[config.mk]
export PLATFORM = sky130hd
export DESIGN_NAME = arp_cache_responder_top_flat
export DESIGN_NICKNAME = d
export VERILOG_FILES = /design/src/rtl/acr_pkg.sv /design/src/rtl/acr_if.sv /design/src/rtl/arp_cache_responder_top.sv /design/src/rtl/acr_ram.sv /design/src/flat_wrapper.sv
export SDC_FILE = /design/constraint.sdc
export NUM_CORES = 2
export LEC_CHECK = 0
export ABC_AREA = 1
export BUFFER_PORTS_ARGS = -buffer_cell sky130_fd_sc_hd__clkbuf_2
export CAP_MARGIN = 10
export CORE_MARGIN = 2
export CORE_UTILIZATION = 55
export DETAILED_ROUTE_END_ITERATION = 7
export HOLD_SLACK_MARGIN = 0.12
export PLACE_DENSITY = 0.81
export REMOVE_ABC_BUFFERS = 1
export SLEW_MARGIN = 40
export SYNTH_ARGS = -nofsm -noshare
export SYNTH_HDL_FRONTEND = slang
export SYNTH_HIERARCHICAL = 1
export SYNTH_SLANG_ARGS = --single-unit
[constraint.sdc]
create_clock -name clk_i -period 15.85 [get_ports clk_i]
set_input_delay 0.7925 -clock clk_i [delete_from_list [all_inputs] [get_ports clk_i]]
set_output_delay 0.7925 -clock clk_i [all_outputs]
set_load 0.01 [all_outputs]
[src/rtl/acr_pkg.sv]
// Package for the ARP cache and responder: word types, command and result
// codes, protocol constants and the sequencer state type.
// No dependencies; used by acr_if, arp_cache_responder_top and acr_checker.
package acr_pkg;

  localparam int unsigned DEF_ENTRIES = 16;

  localparam int unsigned MAC_W = 48;
  localparam int unsigned IP_W  = 32;

  // command codes of an input word
  localparam logic [1:0] CMD_RX     = 2'd0;
  localparam logic [1:0] CMD_LOOKUP = 2'd1;
  localparam logic [1:0] CMD_SEND   = 2'd2;

  // result kinds
  localparam logic [1:0] KIND_HIT     = 2'd0;
  localparam logic [1:0] KIND_MISS    = 2'd1;
  localparam logic [1:0] KIND_REPLY   = 2'd2;
  localparam logic [1:0] KIND_REQUEST = 2'd3;

  // configuration register indexes
  localparam logic CFG_OWN_MAC = 1'b0;
  localparam logic CFG_OWN_IP  = 1'b1;

  localparam logic [15:0] OP_REQUEST  = 16'd1;
  localparam logic [15:0] OP_REPLY    = 16'd2;
  localparam logic [15:0] ARP_MIN_LEN = 16'd28;
  localparam logic [15:0] PROTO_IPV4  = 16'h0800;

  localparam logic [MAC_W-1:0] MAC_BCAST = '1;

  typedef enum logic [1:0] {
    ST_IDLE,
    ST_SCAN,
    ST_WRITE,
    ST_OUT
  } state_e;

  typedef struct packed {
    logic [1:0]       command;
    logic [15:0]      pkt_len;
    logic [15:0]      proto_type;
    logic [15:0]      opcode_in;
    logic [MAC_W-1:0] sender_mac_in;
    logic [IP_W-1:0]  sender_ip_in;
    logic [IP_W-1:0]  target_ip_in;
    logic [IP_W-1:0]  query_ip;
  } in_word_t;

  typedef struct packed {
    logic [1:0]       result_kind;
    logic [MAC_W-1:0] found_mac;
    logic [MAC_W-1:0] dest_mac;
    logic [15:0]      opcode_out;
    logic [MAC_W-1:0] sender_mac_out;
    logic [IP_W-1:0]  sender_ip_out;
    logic [MAC_W-1:0] target_mac_out;
    logic [IP_W-1:0]  target_ip_out;
  } out_word_t;

endpackage

[src/rtl/acr_if.sv]
// Valid/ready channel interfaces for the ARP cache and responder.
// Depends on acr_pkg for the word types.
interface acr_in_if;
  logic              valid;
  logic              ready;
  acr_pkg::in_word_t data;

  modport source (output valid, output data, input ready);
  modport sink (input valid, input data, output ready);
endinterface

interface acr_out_if;
  logic               valid;
  logic               ready;
  acr_pkg::out_word_t data;

  modport source (output valid, output data, input ready);
  modport sink (input valid, input data, output ready);
endinterface

[src/rtl/arp_cache_responder_top.sv]
// ARP cache and responder, top level. Depends on acr_pkg, acr_if, acr_ram.
// A received packet or a lookup scans the cache one entry per cycle through the RAM read port
// and the single IP comparator, and a received packet then takes a write-back step when
// learning; send-request words and dropped or unknown words skip the scan. One word at a
// time: ready rises with the result word, or later while an earlier result is stalled.
// Reset clears the valid bits and own MAC/IP.
module arp_cache_responder_top #(
  parameter int unsigned ENTRIES = acr_pkg::DEF_ENTRIES
) (
  input  logic                     clk_i,
  input  logic                     rst_ni,
  acr_in_if.sink                   in_i,
  acr_out_if.source                out_o,
  input  logic                     cfg_we_i,
  input  logic                     cfg_idx_i,
  input  logic [acr_pkg::MAC_W-1:0] cfg_data_i
);

  localparam int unsigned IDX_W = (ENTRIES > 1) ? $clog2(ENTRIES) : 1;
  localparam logic [IDX_W-1:0] LastIdx = IDX_W'(ENTRIES - 1);
  localparam int unsigned MAC_W = acr_pkg::MAC_W;
  localparam int unsigned IP_W  = acr_pkg::IP_W;

  acr_pkg::state_e state_q, state_d;

  logic [MAC_W-1:0] own_mac_q;
  logic [IP_W-1:0]  own_ip_q;

  acr_pkg::in_word_t  item_q, item_d;
  acr_pkg::out_word_t out_q, out_d;
  logic               out_valid_q, out_valid_d;

  logic [ENTRIES-1:0] valid_q, valid_d;
  logic [IDX_W-1:0]   idx_q, idx_d;
  logic               issue_done_q, issue_done_d;
  logic               cmp_vld_q, cmp_vld_d;
  logic [IDX_W-1:0]   cmp_idx_q, cmp_idx_d;
  logic [IDX_W-1:0]   slot_q, slot_d;
  logic               slot_ok_q, slot_ok_d;
  logic               hit_q, hit_d;
  logic [MAC_W-1:0]   mac_q, mac_d;
  logic               res_q, res_d;
  logic [IP_W-1:0]    key_q, key_d;

  logic                  ram_we;
  logic [IP_W+MAC_W-1:0] ram_rdata;
  logic [IP_W-1:0]       rd_ip;
  logic [MAC_W-1:0]      rd_mac;
  logic                  ip_eq;
  logic                  entry_vld;
  logic                  pkt_ok;

  assign rd_ip     = ram_rdata[IP_W+MAC_W-1:MAC_W];
  assign rd_mac    = ram_rdata[MAC_W-1:0];
  // the one shared comparator of the scan
  assign ip_eq     = (rd_ip == key_q);
  assign entry_vld = valid_q[cmp_idx_q];
  assign pkt_ok    = (in_i.data.pkt_len >= acr_pkg::ARP_MIN_LEN) &&
                     (in_i.data.proto_type == acr_pkg::PROTO_IPV4);

  assign ram_we = (state_q == acr_pkg::ST_WRITE) && slot_ok_q;

  acr_ram #(
    .WIDTH (IP_W + MAC_W),
    .DEPTH (ENTRIES)
  ) u_ram (
    .clk_i   (clk_i),
    .we_i    (ram_we),
    .waddr_i (slot_q),
    .wdata_i ({item_q.sender_ip_in, item_q.sender_mac_in}),
    .raddr_i (idx_q),
    .rdata_o (ram_rdata)
  );

  assign in_i.ready  = (state_q == acr_pkg::ST_IDLE);
  assign out_o.valid = out_valid_q;
  assign out_o.data  = out_q;

  always_ff @(posedge clk_i or negedge rst_ni) begin
    if (!rst_ni) begin
      own_mac_q <= '0;
      own_ip_q  <= '0;
    end else if (cfg_we_i) begin
      case (cfg_idx_i)
        acr_pkg::CFG_OWN_MAC: own_mac_q <= cfg_data_i;
        acr_pkg::CFG_OWN_IP:  own_ip_q  <= cfg_data_i[IP_W-1:0];
        default: ;
      endcase
    end
  end

  always_ff @(posedge clk_i or negedge rst_ni) begin
    if (!rst_ni) begin
      state_q      <= acr_pkg::ST_IDLE;
      out_valid_q  <= 1'b0;
      valid_q      <= '0;
      issue_done_q <= 1'b0;
      cmp_vld_q    <= 1'b0;
    end else begin
      state_q      <= state_d;
      out_valid_q  <= out_valid_d;
      valid_q      <= valid_d;
      issue_done_q <= issue_done_d;
      cmp_vld_q    <= cmp_vld_d;
    end
  end

  always_ff @(posedge clk_i) begin
    item_q    <= item_d;
    out_q     <= out_d;
    idx_q     <= idx_d;
    cmp_idx_q <= cmp_idx_d;
    slot_q    <= slot_d;
    slot_ok_q <= slot_ok_d;
    hit_q     <= hit_d;
    mac_q     <= mac_d;
    res_q     <= res_d;
    key_q     <= key_d;
  end

  always_comb begin
    state_d      = state_q;
    item_d       = item_q;
    out_d        = out_q;
    out_valid_d  = out_valid_q;
    valid_d      = valid_q;
    idx_d        = idx_q;
    issue_done_d = issue_done_q;
    cmp_vld_d    = 1'b0;
    cmp_idx_d    = idx_q;
    slot_d       = slot_q;
    slot_ok_d    = slot_ok_q;
    hit_d        = hit_q;
    mac_d        = mac_q;
    res_d        = res_q;
    key_d        = key_q;

    if (out_valid_q && out_o.ready) begin
      out_valid_d = 1'b0;
    end

    case (state_q)
      acr_pkg::ST_IDLE: begin
        if (in_i.valid) begin
          item_d       = in_i.data;
          idx_d        = '0;
          issue_done_d = 1'b0;
          slot_ok_d    = 1'b0;
          hit_d        = 1'b0;
          key_d        = (in_i.data.command == acr_pkg::CMD_RX) ?
                         in_i.data.sender_ip_in : in_i.data.query_ip;
          res_d        = 1'b0;
          state_d      = acr_pkg::ST_OUT;
          case (in_i.data.command)
            acr_pkg::CMD_RX: begin
              if (pkt_ok) begin
                res_d   = (in_i.data.opcode_in == acr_pkg::OP_REQUEST) &&
                          (in_i.data.target_ip_in == own_ip_q);
                state_d = acr_pkg::ST_SCAN;
              end
            end
            acr_pkg::CMD_LOOKUP: begin
              res_d   = 1'b1;
              state_d = acr_pkg::ST_SCAN;
            end
            acr_pkg::CMD_SEND: begin
              res_d = 1'b1;
            end
            default: ;
          endcase
        end
      end

      acr_pkg::ST_SCAN: begin
        // read address runs one entry ahead of the compare
        cmp_vld_d = !issue_done_q;
        if (!issue_done_q) begin
          if (idx_q == LastIdx) begin
            issue_done_d = 1'b1;
          end else begin
            idx_d = idx_q + 1'b1;
          end
        end
        if (cmp_vld_q) begin
          if (entry_vld && ip_eq) begin
            hit_d     = 1'b1;
            slot_d    = cmp_idx_q;
            slot_ok_d = 1'b1;
            mac_d     = rd_mac;
          end else if (!entry_vld && !slot_ok_q) begin
            slot_d    = cmp_idx_q;
            slot_ok_d = 1'b1;
          end
          if ((entry_vld && ip_eq) || (cmp_idx_q == LastIdx)) begin
            cmp_vld_d = 1'b0;
            state_d   = (item_q.command == acr_pkg::CMD_RX) ?
                        acr_pkg::ST_WRITE : acr_pkg::ST_OUT;
          end
        end
      end

      acr_pkg::ST_WRITE: begin
        if (slot_ok_q) begin
          valid_d[slot_q] = 1'b1;
        end
        state_d = acr_pkg::ST_OUT;
      end

      acr_pkg::ST_OUT: begin
        if (!res_q) begin
          state_d = acr_pkg::ST_IDLE;
        end else if (!out_valid_q || out_o.ready) begin
          out_d       = '0;
          out_valid_d = 1'b1;
          state_d     = acr_pkg::ST_IDLE;
          case (item_q.command)
            acr_pkg::CMD_RX: begin
              out_d.result_kind    = acr_pkg::KIND_REPLY;
              out_d.dest_mac       = item_q.sender_mac_in;
              out_d.opcode_out     = acr_pkg::OP_REPLY;
              out_d.sender_mac_out = own_mac_q;
              out_d.sender_ip_out  = item_q.target_ip_in;
              out_d.target_mac_out = item_q.sender_mac_in;
              out_d.target_ip_out  = item_q.sender_ip_in;
            end
            acr_pkg::CMD_LOOKUP: begin
              out_d.result_kind = hit_q ? acr_pkg::KIND_HIT : acr_pkg::KIND_MISS;
              out_d.found_mac   = hit_q ? mac_q : '0;
            end
            acr_pkg::CMD_SEND: begin
              out_d.result_kind    = acr_pkg::KIND_REQUEST;
              out_d.dest_mac       = acr_pkg::MAC_BCAST;
              out_d.opcode_out     = acr_pkg::OP_REQUEST;
              out_d.sender_mac_out = own_mac_q;
              out_d.sender_ip_out  = own_ip_q;
              out_d.target_ip_out  = item_q.query_ip;
            end
            default: begin
              out_valid_d = out_valid_q && !out_o.ready;
            end
          endcase
        end
      end

      default: begin
        state_d = acr_pkg::ST_IDLE;
      end
    endcase
  end

endmodule

[src/rtl/acr_ram.sv]
// Generic single-write, single-read RAM with registered read data.
// No dependencies.
module acr_ram #(
  parameter int unsigned WIDTH = 8,
  parameter int unsigned DEPTH = 16,
  localparam int unsigned AW = (DEPTH > 1) ? $clog2(DEPTH) : 1
) (
  input  logic             clk_i,
  input  logic             we_i,
  input  logic [AW-1:0]    waddr_i,
  input  logic [WIDTH-1:0] wdata_i,
  input  logic [AW-1:0]    raddr_i,
  output logic [WIDTH-1:0] rdata_o
);

  logic [WIDTH-1:0] mem_q [DEPTH];
  logic [WIDTH-1:0] rdata_q;

  always_ff @(posedge clk_i) begin
    if (we_i) begin
      mem_q[waddr_i] <= wdata_i;
    end
    rdata_q <= mem_q[raddr_i];
  end

  assign rdata_o = rdata_q;

endmodule

[src/flat_wrapper.sv]
// flat-port wrapper written by rule: the top's interface ports become plain ports
module arp_cache_responder_top_flat 
#(
  parameter int unsigned ENTRIES = acr_pkg::DEF_ENTRIES
)
  (clk_i, rst_ni, cfg_we_i, cfg_idx_i, cfg_data_i, in_i_valid, in_i_data, in_i_ready, out_o_valid, out_o_data, out_o_ready);
  acr_in_if in_i_i ();
  acr_out_if out_o_i ();
  input  logic clk_i;
  input  logic rst_ni;
  input  logic cfg_we_i;
  input  logic cfg_idx_i;
  input  logic [acr_pkg::MAC_W-1:0] cfg_data_i;
  input wire logic [$bits(in_i_i.valid)-1:0] in_i_valid;
  input wire logic [$bits(in_i_i.data)-1:0] in_i_data;
  output wire logic [$bits(in_i_i.ready)-1:0] in_i_ready;
  output wire logic [$bits(out_o_i.valid)-1:0] out_o_valid;
  output wire logic [$bits(out_o_i.data)-1:0] out_o_data;
  input wire logic [$bits(out_o_i.ready)-1:0] out_o_ready;
  assign in_i_i.valid = in_i_valid;
  assign in_i_i.data = in_i_data;
  assign in_i_ready = in_i_i.ready;
  assign out_o_valid = out_o_i.valid;
  assign out_o_data = out_o_i.data;
  assign out_o_i.ready = out_o_ready;
  arp_cache_responder_top #(.ENTRIES(ENTRIES)) u_core (.clk_i(clk_i), .rst_ni(rst_ni), .in_i(in_i_i), .out_o(out_o_i), .cfg_we_i(cfg_we_i), .cfg_idx_i(cfg_idx_i), .cfg_data_i(cfg_data_i));
endmodule
==> metrics.md <==
| Metric | Value |
|---|---|
| Rel. slew slack | 38.0% |
| Post-Synthesis Cells | 7044 |
| Most frequent cells in the layout | nand2_1, edfxtp_1, inv_1, nand3_1, clkbuf_2 |
| Die extent in x | 383 um |
| Met3 Wirelength | 20500 um |
| Unique masters post-synth | 38 |
| Ratio of cells with drive above 1 in the final layout | 12.0% |
| Layout Area Growth over Synthesis | 15.2% |
| Clk pwr share | 30.8% |
| H-tree Lvls | 4 |
| Hold Startpoint | in_i_data[21] |
| Initial DRC Count | 5495 |
| NumNets Final | 7862 |
| Met2 routed WL | 98400 um |
| Gates resized, CTS repair | 0 |
| CTS tree | yes |
| Combinational Power Share | 24.9% |
| Detailed-route wire length per cell | 20.6 um |
| Setup bufs post-CTS | 0 |
| Avg Vias per Cell | 5.44 |
| Rows | 139 |
| Final min period | 3.43 ns |
| Fmax | 292 MHz |
| Crit-path most repeated cell | nand3_1 |
| Area occupied by multi-input gates | 15500 um^2 |
| Synth async-reset ratio | 5.15% |
| Finished layout cell area | 91200 um^2 |
| Reported net switching power | 4.90 mW |
| Root Driver | clkbuf_16 |
| Total grt overflow | 0 |
| Largest net degree at the start of global routing | 180 |
| Wl on met1 | 72000 um |
| Max incr delay on CP | 0.76 ns |
| Worst-Margin Slew | 0.931 ns |
| VDD IR max | 0.132 mV |
| Clk sinks | 1962 |
| CTS clk-pin slew, worst paths | 0.06 ns |
| Final HPWL from detailed placement | 106000 um |
| Slowest-stage cell, CP | buf_4 |
| Fillers | 9937 |
| Total GRT Usage | 26.8% |
| Synth warn | 6 |
| Count of final setup violators | 0 |
| Clk buf depth | 3 |
| First-pass GRT wire length | 297000 um |
| Clock Latency Late Sink | 0.84 ns |
| Slew Limit Fails | 0 |
| Starting Density | 55.3% |
| DRC viols | 0 |
| Min-delay worst type | input pin to flip-flop |
| Sequential share of power | 44.3% |
| Origin of the critical flop-to-flop path | u_core/cmp_idx_d[0] |
| CTS Hold Bufs | 109 |
| Initial DRT Pass Iterations | 6 |
| Vias | 52600 |
| Top Layer Used | met5 |
| Routed WL | 200000 um |
| Mapped cell area | 79100 um^2 |
| RD Place Congestion | 0.836 |
| Post-synth EDFFs | 1777 |
| Top Ports | 524 |
| Total power draw | 15.0 mW |
| Max-cap viol count | 0 |
| Leak | 38.9 nW |
| CP max FO | 99 |
| Unrepaired setup endpoints after global routing | false |
| Avg Cell Area, Syn | 11.2 um^2 |
| FF+latch area | 57600 um^2 |
| Final ANT Viol Nets | 0 |
| Most common cell after layout, fill and taps aside | nand2_1 |
| Hold Vio Cnt, Final | 0 |
| Port bufs | 507 |
| Die ar. | 147000 um^2 |
| Worst setup SP type | flip-flop |
| Pint | 10.1 mW |
| Core region area | 143000 um^2 |
| Pwr/cell area | 164 nW/um^2 |
| Worst path cell trace | buf_4 -> buf_6 -> buf_4 -> nand2_1 -> nand3_1 -> nand3_1 -> nand3_1 -> nand2_1 |
| Finished Core Util | 63.7% |
| Critical Path AT | 4.14 ns |
| Die Height | 383 um |
| Most used DFF post-synth | edfxtp_1 |
| Num CTS Buffers | 191 |
| Status | complete, no violations |
| Number of global-route vias before repair | 52600 |
| CP startpoint | u_core/cmp_idx_d[0] |
| Final Cycle Share | 21.6% |
| Share of the yosys chip area belonging to registers | 72.8% |
| Fin Clk Skew | 0.0386 ns |
| Setup CP Type | flip-flop to flip-flop |
| Switching Fraction | 32.7% |
| Nature of the critical path endpoint | flip-flop |
| Worst Path Required | 16.56 ns |
| Seq cells post-synth | 1962 |
| Initial antenna violation count | 20 |
| Placed cell area | 83500 um^2 |
-- cells in the mapped netlist (5+ instances only) --
| library cell | n | area, um^2 |
|---|---|---|
| buf_1 | 19 | 71.3 |
| nand3b_1 | 5 | 37.5 |
| buf_4 | 39 | 293 |
| clkbuf_1 | 81 | 304 |
| a22o_1 | 47 | 412 |
| a21oi_1 | 73 | 365 |
| dfrtp_1 | 101 | 2530 |
| buf_2 | 201 | 1010 |
| xor2_1 | 10 | 87.6 |
| xnor2_1 | 25 | 219 |
| o21ai_0 | 101 | 505 |
| nand4_1 | 6 | 37.5 |
| inv_1 | 1223 | 4590 |
| nand3_1 | 985 | 4930 |
| nand2_1 | 1991 | 7470 |
| nor2_1 | 225 | 845 |
| or2_2 | 7 | 43.8 |
| nor3_1 | 7 | 35.0 |
| edfxtp_1 | 1777 | 53400 |
| dfxtp_1 | 84 | 1680 |
| ha_1 | 8 | 100 |
| inv_2 | 6 | 22.5 |
-- final timing paths --
check / end / slack, ns / depth (start not counted)
worst max-delay path: u_core/u_ram/rdata_o[5] / 12.42 / 8
worst min-delay path: u_core/item_q[21] / 0.17 / 1
worst max register to register: u_core/u_ram/rdata_o[5] / 12.42 / 8
worst min register to register: u_core/mac_q[8] / 0.39 / 0
max in group asynchronous: u_core/own_ip_q[28] / 14.33 / 3
min in group asynchronous: u_core/out_o.valid / 0.47 / 2
-- sequential cells by signal (all words and copies together), names as in the netlist --
register,cells
u_core/own_mac_q,48
u_core/cmp_vld_q,1
u_core/u_ram/mem_q,1280
u_core/u_ram/rdata_o,80
u_core/key_q,32
u_core/issue_done_q,1
u_core/out_o.valid,1
u_core/cmp_idx_d,4
u_core/state_q,2
u_core/item_q,146
u_core/own_ip_q,32
u_core/cmp_idx_q,4
u_core/slot_q,4
u_core/out_o.data,260
u_core/slot_ok_q,1
u_core/res_q,1
u_core/hit_q,1
u_core/valid_q,16
u_core/mac_q,48
-- area by class of cell --
| class | count | share of cell area (%) |
|---|---|---|
| sequential | 1962 | 63.1 |
| inverter | 1231 | 5.12 |
| clock inverter | 85 | 1.10 |
| tap | 1903 | 2.61 |
| clock buffer | 274 | 6.03 |
| multi-input combinational | 3523 | 17.0 |
| timing repair buffer | 697 | 5.01 |
| antenna | 7 | 0.0192 |
-- logic make-up (layout without fill, tap and decap cells) --
logic type | after synthesis | after routing | share of synthesized area [%]
AND/OR/NAND/NOR | 3235 | 3235 | 17.0
adder cells (fa/ha/maj) | 8 | 8 | 0.126
other | 1 | 21 | 0.00474
buffers and inverters | 1572 | 2287 | 7.97
flip-flops | 1962 | 1962 | 72.8
AO/OA/AOI/OAI | 231 | 231 | 1.72
XOR/XNOR | 35 | 35 | 0.387
-- per-layer routing --
| metal | up-vias | track usage (%) |
|---|---|---|
| met3 | 549 | 6.21 |
| met5 | - | 0 |
| met2 | 3058 | 45.7 |
| li1 | 24000 | - |
| met1 | 25000 | 32.7 |
| met4 | 24 | 12.1 |
-- power groups by stage --
stage | Sequential, mW | Combinational [mW] | Clock [mW]
6_report | 6.63 | 3.72 | 4.62
5_1_grt | 6.68 | 4.06 | 4.88
4_1_cts | 6.63 | 3.66 | 4.68
3_5_place_dp | 6.73 | 3.59 | 0
3_3_place_gp | 6.71 | 3.44 | 0
2_1_floorplan | 7.03 | 2.52 | 0
-- through the flow --
step           setup TNS [ns]  setup WS, ns  cells  hold WS (ns)
5_1_grt                     0         12.22   9676         0.135
6_report                    0         12.42   9682         0.169
3_5_place_dp                0         12.46   9204         0.389
2_1_floorplan        -1026.90        -12.86   6716         0.386
4_1_cts                     0         12.40   9672         0.120
3_3_place_gp                0         12.28   9198         0.386
-- worst max-delay path, delay by kind of cell (launching register included) --
| family | cells | cell delay (ns) |
|---|---|---|
| buffers and inverters | 3 | 2.16 |
| DFF | 1 | 0.52 |
| and+or+nand+nor | 5 | 0.56 |
Note: power is estimated with default switching activity, not from simulation.
